`config.mk`:
```
export PLATFORM = sky130hd
export DESIGN_NAME = ordered_list_with_shuffle
export DESIGN_NICKNAME = d
export VERILOG_FILES = /design/src/hdl/olws_pkg.sv /design/src/hdl/olws_front.sv /design/src/hdl/olws_back.sv /design/src/hdl/ordered_list_with_shuffle.sv
export SDC_FILE = /design/constraint.sdc
export NUM_CORES = 1
export LEC_CHECK = 0
export ABC_AREA = 1
export BUFFER_PORTS_ARGS = -buffer_cell sky130_fd_sc_hd__buf_2
export CORE_ASPECT_RATIO = 1.75
export CORE_UTILIZATION = 27
export CTS_CLUSTER_SIZE = 25
export DETAILED_ROUTE_END_ITERATION = 12
export HOLD_SLACK_MARGIN = 0.08
export PLACE_DENSITY = 0.5
export SLEW_MARGIN = 20
export SYNTH_ARGS = -nofsm -noshare
export SYNTH_HDL_FRONTEND = slang
export SYNTH_HIERARCHICAL = 1
export SYNTH_SLANG_ARGS = --single-unit
```
`constraint.sdc`:
```
create_clock -name clk -period 5.4 [get_ports clk]
set_input_delay 0 -clock clk [delete_from_list [all_inputs] [get_ports clk]]
set_output_delay 0 -clock clk [all_outputs]
set_load 0.03 [all_outputs]
```
`src/hdl/olws_pkg.sv`:
```
package olws_pkg;

	// Storage geometry of the list.
	localparam int LIST_DEPTH = 64;
	localparam int DATA_WIDTH = 16;
	localparam int IDX_W      = $clog2(LIST_DEPTH);
	localparam int CNT_W      = $clog2(LIST_DEPTH + 1);

	// Shuffle generator.
	localparam logic [31:0] LFSR_MASK = 32'h8020_0003;
	localparam logic [31:0] SEED_RST  = 32'h0000_0001;

	// Action codes on the input beat.
	localparam logic [2:0] ACT_INS_FRONT = 3'd0;
	localparam logic [2:0] ACT_INS_BACK  = 3'd1;
	localparam logic [2:0] ACT_REMOVE    = 3'd2;
	localparam logic [2:0] ACT_READ      = 3'd3;
	localparam logic [2:0] ACT_TAKE      = 3'd4;
	localparam logic [2:0] ACT_SHUFFLE   = 3'd5;

	// Status codes on the result beat.
	localparam logic [1:0] ST_OK    = 2'd0;
	localparam logic [1:0] ST_EMPTY = 2'd1;
	localparam logic [1:0] ST_RANGE = 2'd2;
	localparam logic [1:0] ST_FULL  = 2'd3;

	typedef struct packed {
		logic [2:0]  action;
		logic [15:0] value;
		logic [5:0]  position;
	} item_t;

	typedef struct packed {
		logic [15:0] read_value;
		logic [1:0]  status;
		logic [6:0]  entry_count;
	} result_t;

	// Decoded operation handed from the front end to the executor.
	typedef enum logic [2:0] {
		OP_INS_FRONT,
		OP_INS_BACK,
		OP_REMOVE,
		OP_READ,
		OP_TAKE,
		OP_SHUFFLE,
		OP_NOP
	} op_t;

	typedef struct packed {
		op_t                   op;
		logic [DATA_WIDTH-1:0] data;
		logic [5:0]            pos;
	} cmd_t;

	// Physical slot of logical position k, counted from the front slot.
	function automatic logic [IDX_W-1:0] slot_of(logic [IDX_W-1:0] f, logic [CNT_W-1:0] k);
		logic [CNT_W:0] s;
		s = (CNT_W+1)'(f) + (CNT_W+1)'(k);
		if (s >= (CNT_W+1)'(LIST_DEPTH)) begin
			s = s - (CNT_W+1)'(LIST_DEPTH);
		end
		return IDX_W'(s);
	endfunction

endpackage

```
`src/hdl/olws_front.sv`:
```
module olws_front import olws_pkg::*; (
	input  logic  clk,
	input  logic  arst_n,
	input  logic  start,
	input  item_t item,
	output logic  busy,
	output logic  q_valid,
	output cmd_t  q_cmd,
	input  logic  q_pop
);

	cmd_t       fifo_q [2];
	logic       wr_ptr_q;
	logic       rd_ptr_q;
	logic [1:0] q_cnt_q;
	logic       push;
	logic       pop;
	cmd_t       dec;

	// Classify the incoming action and trim the data word.
	always_comb begin
		dec.data = DATA_WIDTH'(item.value);
		dec.pos  = item.position;
		case (item.action)
			ACT_INS_FRONT: dec.op = OP_INS_FRONT;
			ACT_INS_BACK:  dec.op = OP_INS_BACK;
			ACT_REMOVE:    dec.op = OP_REMOVE;
			ACT_READ:      dec.op = OP_READ;
			ACT_TAKE:      dec.op = OP_TAKE;
			ACT_SHUFFLE:   dec.op = OP_SHUFFLE;
			default:       dec.op = OP_NOP;
		endcase
	end

	assign busy    = (q_cnt_q == 2'd2);
	assign push    = start && !busy;
	assign q_valid = (q_cnt_q != 2'd0);
	assign pop     = q_pop && q_valid;
	assign q_cmd   = fifo_q[rd_ptr_q];

	// Two-entry command queue storage.
	always_ff @(posedge clk) begin
		if (push) begin
			fifo_q[wr_ptr_q] <= dec;
		end
	end

	// Queue pointers and fill level.
	always_ff @(posedge clk or negedge arst_n) begin
		if (!arst_n) begin
			wr_ptr_q <= 1'b0;
			rd_ptr_q <= 1'b0;
			q_cnt_q  <= 2'd0;
		end else begin
			if (push) begin
				wr_ptr_q <= !wr_ptr_q;
			end
			if (pop) begin
				rd_ptr_q <= !rd_ptr_q;
			end
			q_cnt_q <= q_cnt_q + 2'(push) - 2'(pop);
		end
	end

	a_cnt_bound: assert property (@(posedge clk) disable iff (!arst_n)
		q_cnt_q != 2'd3) else $error("queue level out of bounds");
	a_push_fill: assert property (@(posedge clk) disable iff (!arst_n)
		(push && !pop) |=> q_cnt_q == $past(q_cnt_q) + 2'd1) else $error("push lost");
	a_pop_empty: assert property (@(posedge clk) disable iff (!arst_n)
		(pop && !push) |=> q_cnt_q == $past(q_cnt_q) - 2'd1) else $error("pop lost");

endmodule

```
`src/hdl/olws_back.sv`:
```
module olws_back import olws_pkg::*; (
	input  logic        clk,
	input  logic        arst_n,
	input  logic        q_valid,
	input  cmd_t        q_cmd,
	output logic        q_pop,
	input  logic        cfg_valid,
	input  logic [31:0] cfg_data,
	output logic        done,
	output result_t     result
);

	typedef enum logic [3:0] {
		S_IDLE, S_EXEC, S_RM_RD, S_RM_WR, S_RD_WAIT,
		S_SH_DRAW, S_SH_DIV, S_SH_RDA, S_SH_RDB, S_SH_WRA, S_SH_WRB, S_DONE
	} state_t;

	state_t                state_q;
	cmd_t                  cmd_q;
	logic [IDX_W-1:0]      front_q;
	logic [CNT_W-1:0]      count_q;
	logic [CNT_W-1:0]      k_q;
	logic [31:0]           lfsr_q;
	logic [31:0]           dvd_q;
	logic [CNT_W-1:0]      rem_q;
	logic [4:0]            bit_q;
	logic [DATA_WIDTH-1:0] ta_q;
	logic [DATA_WIDTH-1:0] rd_val_q;
	logic [1:0]            status_q;

	logic [DATA_WIDTH-1:0] mem [LIST_DEPTH];
	logic [DATA_WIDTH-1:0] rdata_q;
	logic                  mem_we;
	logic [IDX_W-1:0]      mem_waddr;
	logic [DATA_WIDTH-1:0] mem_wdata;
	logic [IDX_W-1:0]      mem_raddr;

	logic                  is_full;
	logic                  is_empty;
	logic                  pos_bad;
	logic [IDX_W-1:0]      front_dec;
	logic [31:0]           lfsr_nxt;
	logic [CNT_W:0]        div_t;
	logic [CNT_W:0]        div_d;

	assign is_full   = (count_q == CNT_W'(LIST_DEPTH));
	assign is_empty  = (count_q == '0);
	assign pos_bad   = (32'(cmd_q.pos) >= 32'(count_q));
	assign front_dec = (front_q == '0) ? IDX_W'(LIST_DEPTH - 1) : front_q - 1'b1;
	assign lfsr_nxt  = (lfsr_q >> 1) ^ (lfsr_q[0] ? LFSR_MASK : 32'h0);
	assign div_t     = {rem_q, dvd_q[31]};
	assign div_d     = (CNT_W+1)'(k_q) + 1'b1;
	assign q_pop     = (state_q == S_IDLE);

	// Memory port addresses for the current step.
	always_comb begin
		mem_we    = 1'b0;
		mem_waddr = slot_of(front_q, k_q);
		mem_wdata = rdata_q;
		mem_raddr = front_q;
		case (state_q)
			S_EXEC: begin
				if (cmd_q.op == OP_INS_FRONT) begin
					mem_we    = !is_full;
					mem_waddr = front_dec;
					mem_wdata = cmd_q.data;
				end else if (cmd_q.op == OP_INS_BACK) begin
					mem_we    = !is_full;
					mem_waddr = slot_of(front_q, count_q);
					mem_wdata = cmd_q.data;
				end else if (cmd_q.op == OP_READ) begin
					mem_raddr = slot_of(front_q, CNT_W'(cmd_q.pos));
				end
			end
			S_RM_RD:  mem_raddr = slot_of(front_q, k_q + 1'b1);
			S_RM_WR:  mem_we = 1'b1;
			S_SH_RDA: mem_raddr = slot_of(front_q, k_q);
			S_SH_RDB: mem_raddr = slot_of(front_q, rem_q);
			S_SH_WRA: mem_we = 1'b1;
			S_SH_WRB: begin
				mem_we    = 1'b1;
				mem_waddr = slot_of(front_q, rem_q);
				mem_wdata = ta_q;
			end
			default: ;
		endcase
	end

	// Entry store with a registered read port.
	always_ff @(posedge clk) begin
		if (mem_we) begin
			mem[mem_waddr] <= mem_wdata;
		end
		rdata_q <= mem[mem_raddr];
	end

	// Executor sequencer.
	always_ff @(posedge clk or negedge arst_n) begin
		if (!arst_n) begin
			state_q  <= S_IDLE;
			front_q  <= '0;
			count_q  <= '0;
			lfsr_q   <= SEED_RST;
			k_q      <= '0;
			rem_q    <= '0;
			bit_q    <= '0;
			status_q <= ST_OK;
			rd_val_q <= '0;
		end else begin
			if (cfg_valid) begin
				lfsr_q <= cfg_data;
			end
			case (state_q)
				S_IDLE: begin
					if (q_valid) begin
						cmd_q   <= q_cmd;
						state_q <= S_EXEC;
					end
				end
				S_EXEC: begin
					status_q <= ST_OK;
					rd_val_q <= '0;
					state_q  <= S_DONE;
					case (cmd_q.op)
						OP_INS_FRONT: begin
							if (is_full) begin
								status_q <= ST_FULL;
							end else begin
								front_q <= front_dec;
								count_q <= count_q + 1'b1;
							end
						end
						OP_INS_BACK: begin
							if (is_full) begin
								status_q <= ST_FULL;
							end else begin
								count_q <= count_q + 1'b1;
							end
						end
						OP_REMOVE, OP_READ: begin
							if (is_empty) begin
								status_q <= ST_EMPTY;
							end else if (pos_bad) begin
								status_q <= ST_RANGE;
							end else if (cmd_q.op == OP_REMOVE) begin
								k_q     <= CNT_W'(cmd_q.pos);
								state_q <= S_RM_RD;
							end else begin
								state_q <= S_RD_WAIT;
							end
						end
						OP_TAKE: begin
							if (is_empty) begin
								status_q <= ST_EMPTY;
							end else begin
								state_q <= S_RD_WAIT;
							end
						end
						OP_SHUFFLE: begin
							if (count_q > CNT_W'(1)) begin
								k_q     <= count_q - 1'b1;
								state_q <= S_SH_DRAW;
							end
						end
						default: ;
					endcase
				end
				S_RM_RD: begin
					if (k_q + 1'b1 < count_q) begin
						state_q <= S_RM_WR;
					end else begin
						count_q <= count_q - 1'b1;
						state_q <= S_DONE;
					end
				end
				S_RM_WR: begin
					k_q     <= k_q + 1'b1;
					state_q <= S_RM_RD;
				end
				S_RD_WAIT: begin
					rd_val_q <= rdata_q;
					if (cmd_q.op == OP_TAKE) begin
						front_q <= slot_of(front_q, CNT_W'(1));
						count_q <= count_q - 1'b1;
					end
					state_q <= S_DONE;
				end
				S_SH_DRAW: begin
					lfsr_q  <= lfsr_nxt;
					dvd_q   <= lfsr_nxt;
					rem_q   <= '0;
					bit_q   <= '0;
					state_q <= S_SH_DIV;
				end
				S_SH_DIV: begin
					// One remainder bit per cycle against divisor k+1.
					if (div_t >= div_d) begin
						rem_q <= CNT_W'(div_t - div_d);
					end else begin
						rem_q <= CNT_W'(div_t);
					end
					dvd_q <= dvd_q << 1;
					bit_q <= bit_q + 1'b1;
					if (bit_q == 5'd31) begin
						state_q <= S_SH_RDA;
					end
				end
				S_SH_RDA: state_q <= S_SH_RDB;
				S_SH_RDB: begin
					ta_q    <= rdata_q;
					state_q <= S_SH_WRA;
				end
				S_SH_WRA: state_q <= S_SH_WRB;
				S_SH_WRB: begin
					k_q     <= k_q - 1'b1;
					state_q <= (k_q == CNT_W'(1)) ? S_DONE : S_SH_DRAW;
				end
				S_DONE: state_q <= S_IDLE;
				default: state_q <= S_IDLE;
			endcase
		end
	end

	assign done               = (state_q == S_DONE);
	assign result.read_value  = 16'(rd_val_q);
	assign result.status      = status_q;
	assign result.entry_count = 7'(count_q);

	a_count_bound: assert property (@(posedge clk) disable iff (!arst_n)
		32'(count_q) <= LIST_DEPTH) else $error("count above depth");
	a_full_status: assert property (@(posedge clk) disable iff (!arst_n)
		(done && status_q == ST_FULL) |-> is_full) else $error("full status with room left");
	a_empty_status: assert property (@(posedge clk) disable iff (!arst_n)
		(done && status_q == ST_EMPTY) |-> is_empty) else $error("empty status on filled list");
	a_swap_index: assert property (@(posedge clk) disable iff (!arst_n)
		(state_q == S_SH_DRAW) |-> (k_q != '0 && k_q < count_q)) else $error("bad swap index");
	a_rem_range: assert property (@(posedge clk) disable iff (!arst_n)
		(state_q == S_SH_RDA) |-> rem_q <= k_q) else $error("draw remainder out of range");

endmodule

```
`src/hdl/ordered_list_with_shuffle.sv`:
```
// Channel  | Ports                          | Handshake
// ---------+--------------------------------+-------------------------------------
// item in  | start, busy, item              | beat taken when start and not busy
// result   | done, result                   | one-cycle strobe, no back-pressure
// seed cfg | cfg_valid, cfg_ready, cfg_data | beat taken when valid and ready
//
// Items pass through a two-entry command queue; busy is high only when it is full.
// Insert goes straight to done; read at and take first add a wait; remove shifts in a loop.
// Shuffle draws and reduces with the one-bit-per-cycle remainder unit, then swaps, per entry.
// Reset clears the list, the queue and the executor; the generator reloads seed 1.
// The receiver cannot stall: each result is shown for exactly one cycle.
module ordered_list_with_shuffle import olws_pkg::*; (
	input  logic        clk,
	input  logic        arst_n,
	input  logic        start,
	input  item_t       item,
	output logic        busy,
	output logic        done,
	output result_t     result,
	input  logic        cfg_valid,
	output logic        cfg_ready,
	input  logic [31:0] cfg_data
);

	logic q_valid;
	logic q_pop;
	cmd_t q_cmd;

	assign cfg_ready = 1'b1;

	// Front end: decode and queue commands.
	olws_front u_front (
		.clk     (clk),
		.arst_n  (arst_n),
		.start   (start),
		.item    (item),
		.busy    (busy),
		.q_valid (q_valid),
		.q_cmd   (q_cmd),
		.q_pop   (q_pop)
	);

	// Back end: list store and sequencer.
	olws_back u_back (
		.clk       (clk),
		.arst_n    (arst_n),
		.q_valid   (q_valid),
		.q_cmd     (q_cmd),
		.q_pop     (q_pop),
		.cfg_valid (cfg_valid),
		.cfg_data  (cfg_data),
		.done      (done),
		.result    (result)
	);

endmodule

```
==> impl_metrics.py <==
metrics = {
    "critical_path": {
        "reg2reg_from": "u_back/k_q[0]",
        "cp-start-kind": "flip-flop",
        "crit_type": "flip-flop to flip-flop",
        "crit_path_top_delay_cell": "buf_4",
        "endpoint_kind": "flip-flop",
        "cp-startpoint": "u_back/k_q[0]",
        "required_ns": 6.08,
        "rr_worst_depth": 18,
        "r2r_end": "u_back/rdata_q[2]",
        "max_stage_delay_ns": 0.69,
        "arrival_ns": 5.35,
        "path_common_cell": "nand2_1",
        "crit_path_max_fanout": 64,
        "path_cells": "ha_1, or2_2, nand2_1, inv_1, ha_1, nand2_1, nor2_1, o21ai_0, nand2_1, nor2_1, nor2_1, nand2_1, nor2_4, buf_4, nand3_1, nand3_1, nand3_1, nand2_1",
        "reg2reg_slack_ns": 0.73,
    },
    "global_routing": {
        "overflow": 0,
        "grt_max_degree": 160,
        "grt_pass1_wl_mm": 291.2,
        "grt_busiest_layer": "met2",
        "grt_use_total": 0.1869,
        "gr-usage-met3": 0.02101,
        "met1_usage": 0.1942,
        "grtUsageMet2": 0.3383,
        "first_global_vias": 40900,
        "antenna_found_initial": 8,
    },
    "clocking": {
        "postCtsResizedCells": 0,
        "clkTransAtPathRegs_ns": 0.08,
        "tritoncts": "built",
        "cts_sinks": 1253,
        "clock_latency_ns": 0.75,
        "htree_levels": 3,
        "cts_max_path_buffers": 3,
        "clockRootBuffer": "clkbuf_16",
        "cts_buffers": 113,
    },
    "timing": {
        "maxSlewViolCount": 0,
        "min_period_ns": 4.671,
        "timing.final.hold_violations": 0,
        "setup_violations": 0,
        "setup_tns_ns": 0,
        "max-slew-margin-rel": 0.2585,
        "worst_clock_skew_ns": 0.04015,
        "tightest_slew_ns": 1.112,
        "whs_ns": 0.1265,
        "finalCritPeriodShare": 0.8649,
        "max_freq_mhz": 214.1,
        "rsz0062_at_grt": "no",
    },
    "run": {
        "max_cap_violations": 0,
    },
    "yosys": {
        "synth.distinct_cells": 60,
        "ys_warn_count": 6,
        "synth_cells": 5405,
        "synth_top_cell_area_share": 0.6039,
        "synth_edf_count": 1147,
        "yosysSeqAreaShare": 0.6490,
        "syn_area_per_cell_um2": 10.55,
        "synthesis.area_um2": 57030,
        "synth_top_area_cell": "edfxtp_1",
        "synthArstFlopShare": 0.07183,
        "synth_area_leaders": "edfxtp_1 60%, nand3_1 10%, nand2_1 8.0%",
        "synth-seq-cells": 1253,
        "synth-main-ff-cell": "edfxtp_1",
        "syn-num-nets": 5533,
    },
    "placement": {
        "port_buffers": 87,
        "place_inst": 8148,
        "place_congestion": 0.9551,
        "detailed_place_hpwl_mm": 131.3,
    },
    "cells_and_area": {
        "fin_cells": 8510,
        "n_fill_cell": 21390,
        "synthToLayoutAreaGrowth_pct": 16.75,
        "fin_nets": 5739,
        "drive_above_1_share": 0.09062,
    },
    "floorplanning": {
        "core_um2": 209400,
        "die-area_um2": 213200,
        "initial_core_util": 0.2723,
        "num_rows": 222,
        "ios": 89,
        "die_h_um": 610.0,
        "die_w_um": 349.4,
    },
    "run_status": {
        "status": "completed",
    },
    "routing": {
        "drc": 0,
        "drt-total-wl_mm": 202.0,
        "drt_pass1_iterations": 6,
        "avgRoutedWirePerCell_um": 23.74,
        "drtIter0Drc": 3295,
        "via_per_inst": 4.794,
        "vias": 40800,
        "ant_nets": 0,
    },
    "hold_path": {
        "hold_path.startpoint": "item[7]",
        "hold_path.class": "input pin to flip-flop",
        "timing.hold.worst_path_depth": 2,
        "hold_path_end": "u_front/fifo_q[1][7]",
    },
}
-- routing by layer --
layer	vias up	share of wire
li1	18950	-
met1	20250	0.35
met2	1191	0.52
met3	408	0.040
met4	2	0.089
met5	-	0.000054
-- how the worst max path moves through the flow --
stage | to | slack (ns) | depth (start not counted)
after floorplan | u_back/mem[0][11] | 1.47 | 8
after global placement | u_back/rdata_q[2] | 0.62 | 19
after detailed placement | u_back/rdata_q[15] | 0.79 | 18
after CTS | u_back/rdata_q[15] | 0.73 | 18
after global routing | u_back/rdata_q[2] | 0.55 | 18
final | u_back/rdata_q[2] | 0.73 | 18
-- Yosys cell counts (4+ instances only) --
cell      instances
nor2_2            6
buf_4            23
nor2_1          167
nor3_1           10
nor2_4            4
nand3b_1        241
buf_6             4
fa_1              6
o221ai_1         53
o211ai_1         11
a21oi_1          41
dfxtp_1          16
nand2_2           8
clkbuf_1         73
o21ai_0         127
xor2_1           24
inv_2            11
xnor2_1           8
or2_2             7
buf_2           199
inv_1           586
ha_1             61
nand2_1        1212
nand3_1        1189
dfrtp_1          89
nand4_1          12
buf_1            24
edfxtp_1       1147
-- flip-flops by register name, indices dropped and copies added, names as in the netlist, 4 cells and up --
register / cells
u_back/rd_val_q: 16
u_back/bit_q: 5
u_back/cmd_q: 25
u_back/count_q: 7
u_front/fifo_q: 50
u_back/state_q: 4
u_back/lfsr_q: 32
u_back/front_q: 6
u_back/mem: 1024
u_back/k_q: 7
u_back/dvd_q: 32
u_back/rem_q: 7
u_back/rdata_q: 16
u_back/ta_q: 16
-- cells in the final DEF (no fill, tap or decap), types with 8 or more instances in the layout --
cell / instances
dfxtp_1: 16
clkbuf_16: 115
nand2_1: 1212
nor2_4: 8
clkinv_2: 22
nand4_1: 12
clkinv_1: 15
buf_2: 86
dfrtp_1: 88
nand3b_1: 241
nor3_1: 9
o211ai_1: 11
dlygate4sd3_1: 147
o221ai_1: 37
edfxtp_1: 1147
inv_2: 9
clkbuf_1: 22
xor2_1: 24
o221ai_4: 16
a21oi_1: 41
nor2_1: 161
o21ai_0: 121
inv_1: 584
nor2_2: 8
nand3_1: 1189
clkbuf_8: 11
xnor2_1: 8
buf_4: 157
buf_12: 27
ha_1: 61
-- worst max-delay path, delay by kind of cell (launching register included) --
| kind | cells | cell delay (ns) |
|---|---|---|
| buf+inv | 2 | 0.81 |
| flops | 1 | 0.46 |
| compound gates | 1 | 0.13 |
| fa+ha+maj | 2 | 0.59 |
| simple gates | 13 | 2.43 |
-- metrics by stage --
stage,instance area (µm²),utilization,setup slack (ns)
5_1_grt,66590,0.3179,0.5549
3_5_place_dp,61400,0.2932,0.7860
2_1_floorplan,57030,-,1.474
6_report,66590,0.3180,0.7293
4_1_cts,66580,0.3179,0.7291
3_3_place_gp,61400,0.2932,0.6248
-- layout make-up --
| type | count | area [µm²] | area share |
|---|---|---|---|
| Multi-Input combinational cell | 3226 | 16480 | 0.2475 |
| Tap cell | 2800 | 3503 | 0.05261 |
| Sequential cell | 1253 | 37020 | 0.5559 |
| Clock inverter | 61 | 571.8 | 0.008587 |
| Clock buffer | 148 | 3112 | 0.04673 |
| Inverter | 600 | 2272 | 0.03412 |
| Antenna cell | 5 | 12.51 | 0.0001879 |
| Timing Repair Buffer | 417 | 3621 | 0.05438 |
-- what timing repair did --
action                                 in CTS  in global routing
hold buffers                              148                  0
endpoints found under the hold margin     163                  0
buffers inserted                            0                  0
-- cells by family after synthesis --
| logic type | count (synthesis) | synth area share |
|---|---|---|
| and+or+nand+nor | 2866 | 0.2342 |
| muxes | 1 | 0.0001755 |
| xor gates and xnor gates | 32 | 0.004914 |
| adders and majority gates | 67 | 0.01549 |
| DFF | 1253 | 0.6490 |
| buffers and inverters | 926 | 0.06803 |
| AOI/OAI and AO/OA | 259 | 0.02806 |
| other | 1 | 0.00006575 |
Power is not shown: default switching activity piles up to over one toggle a cycle in this logic, so the estimate is an artifact.
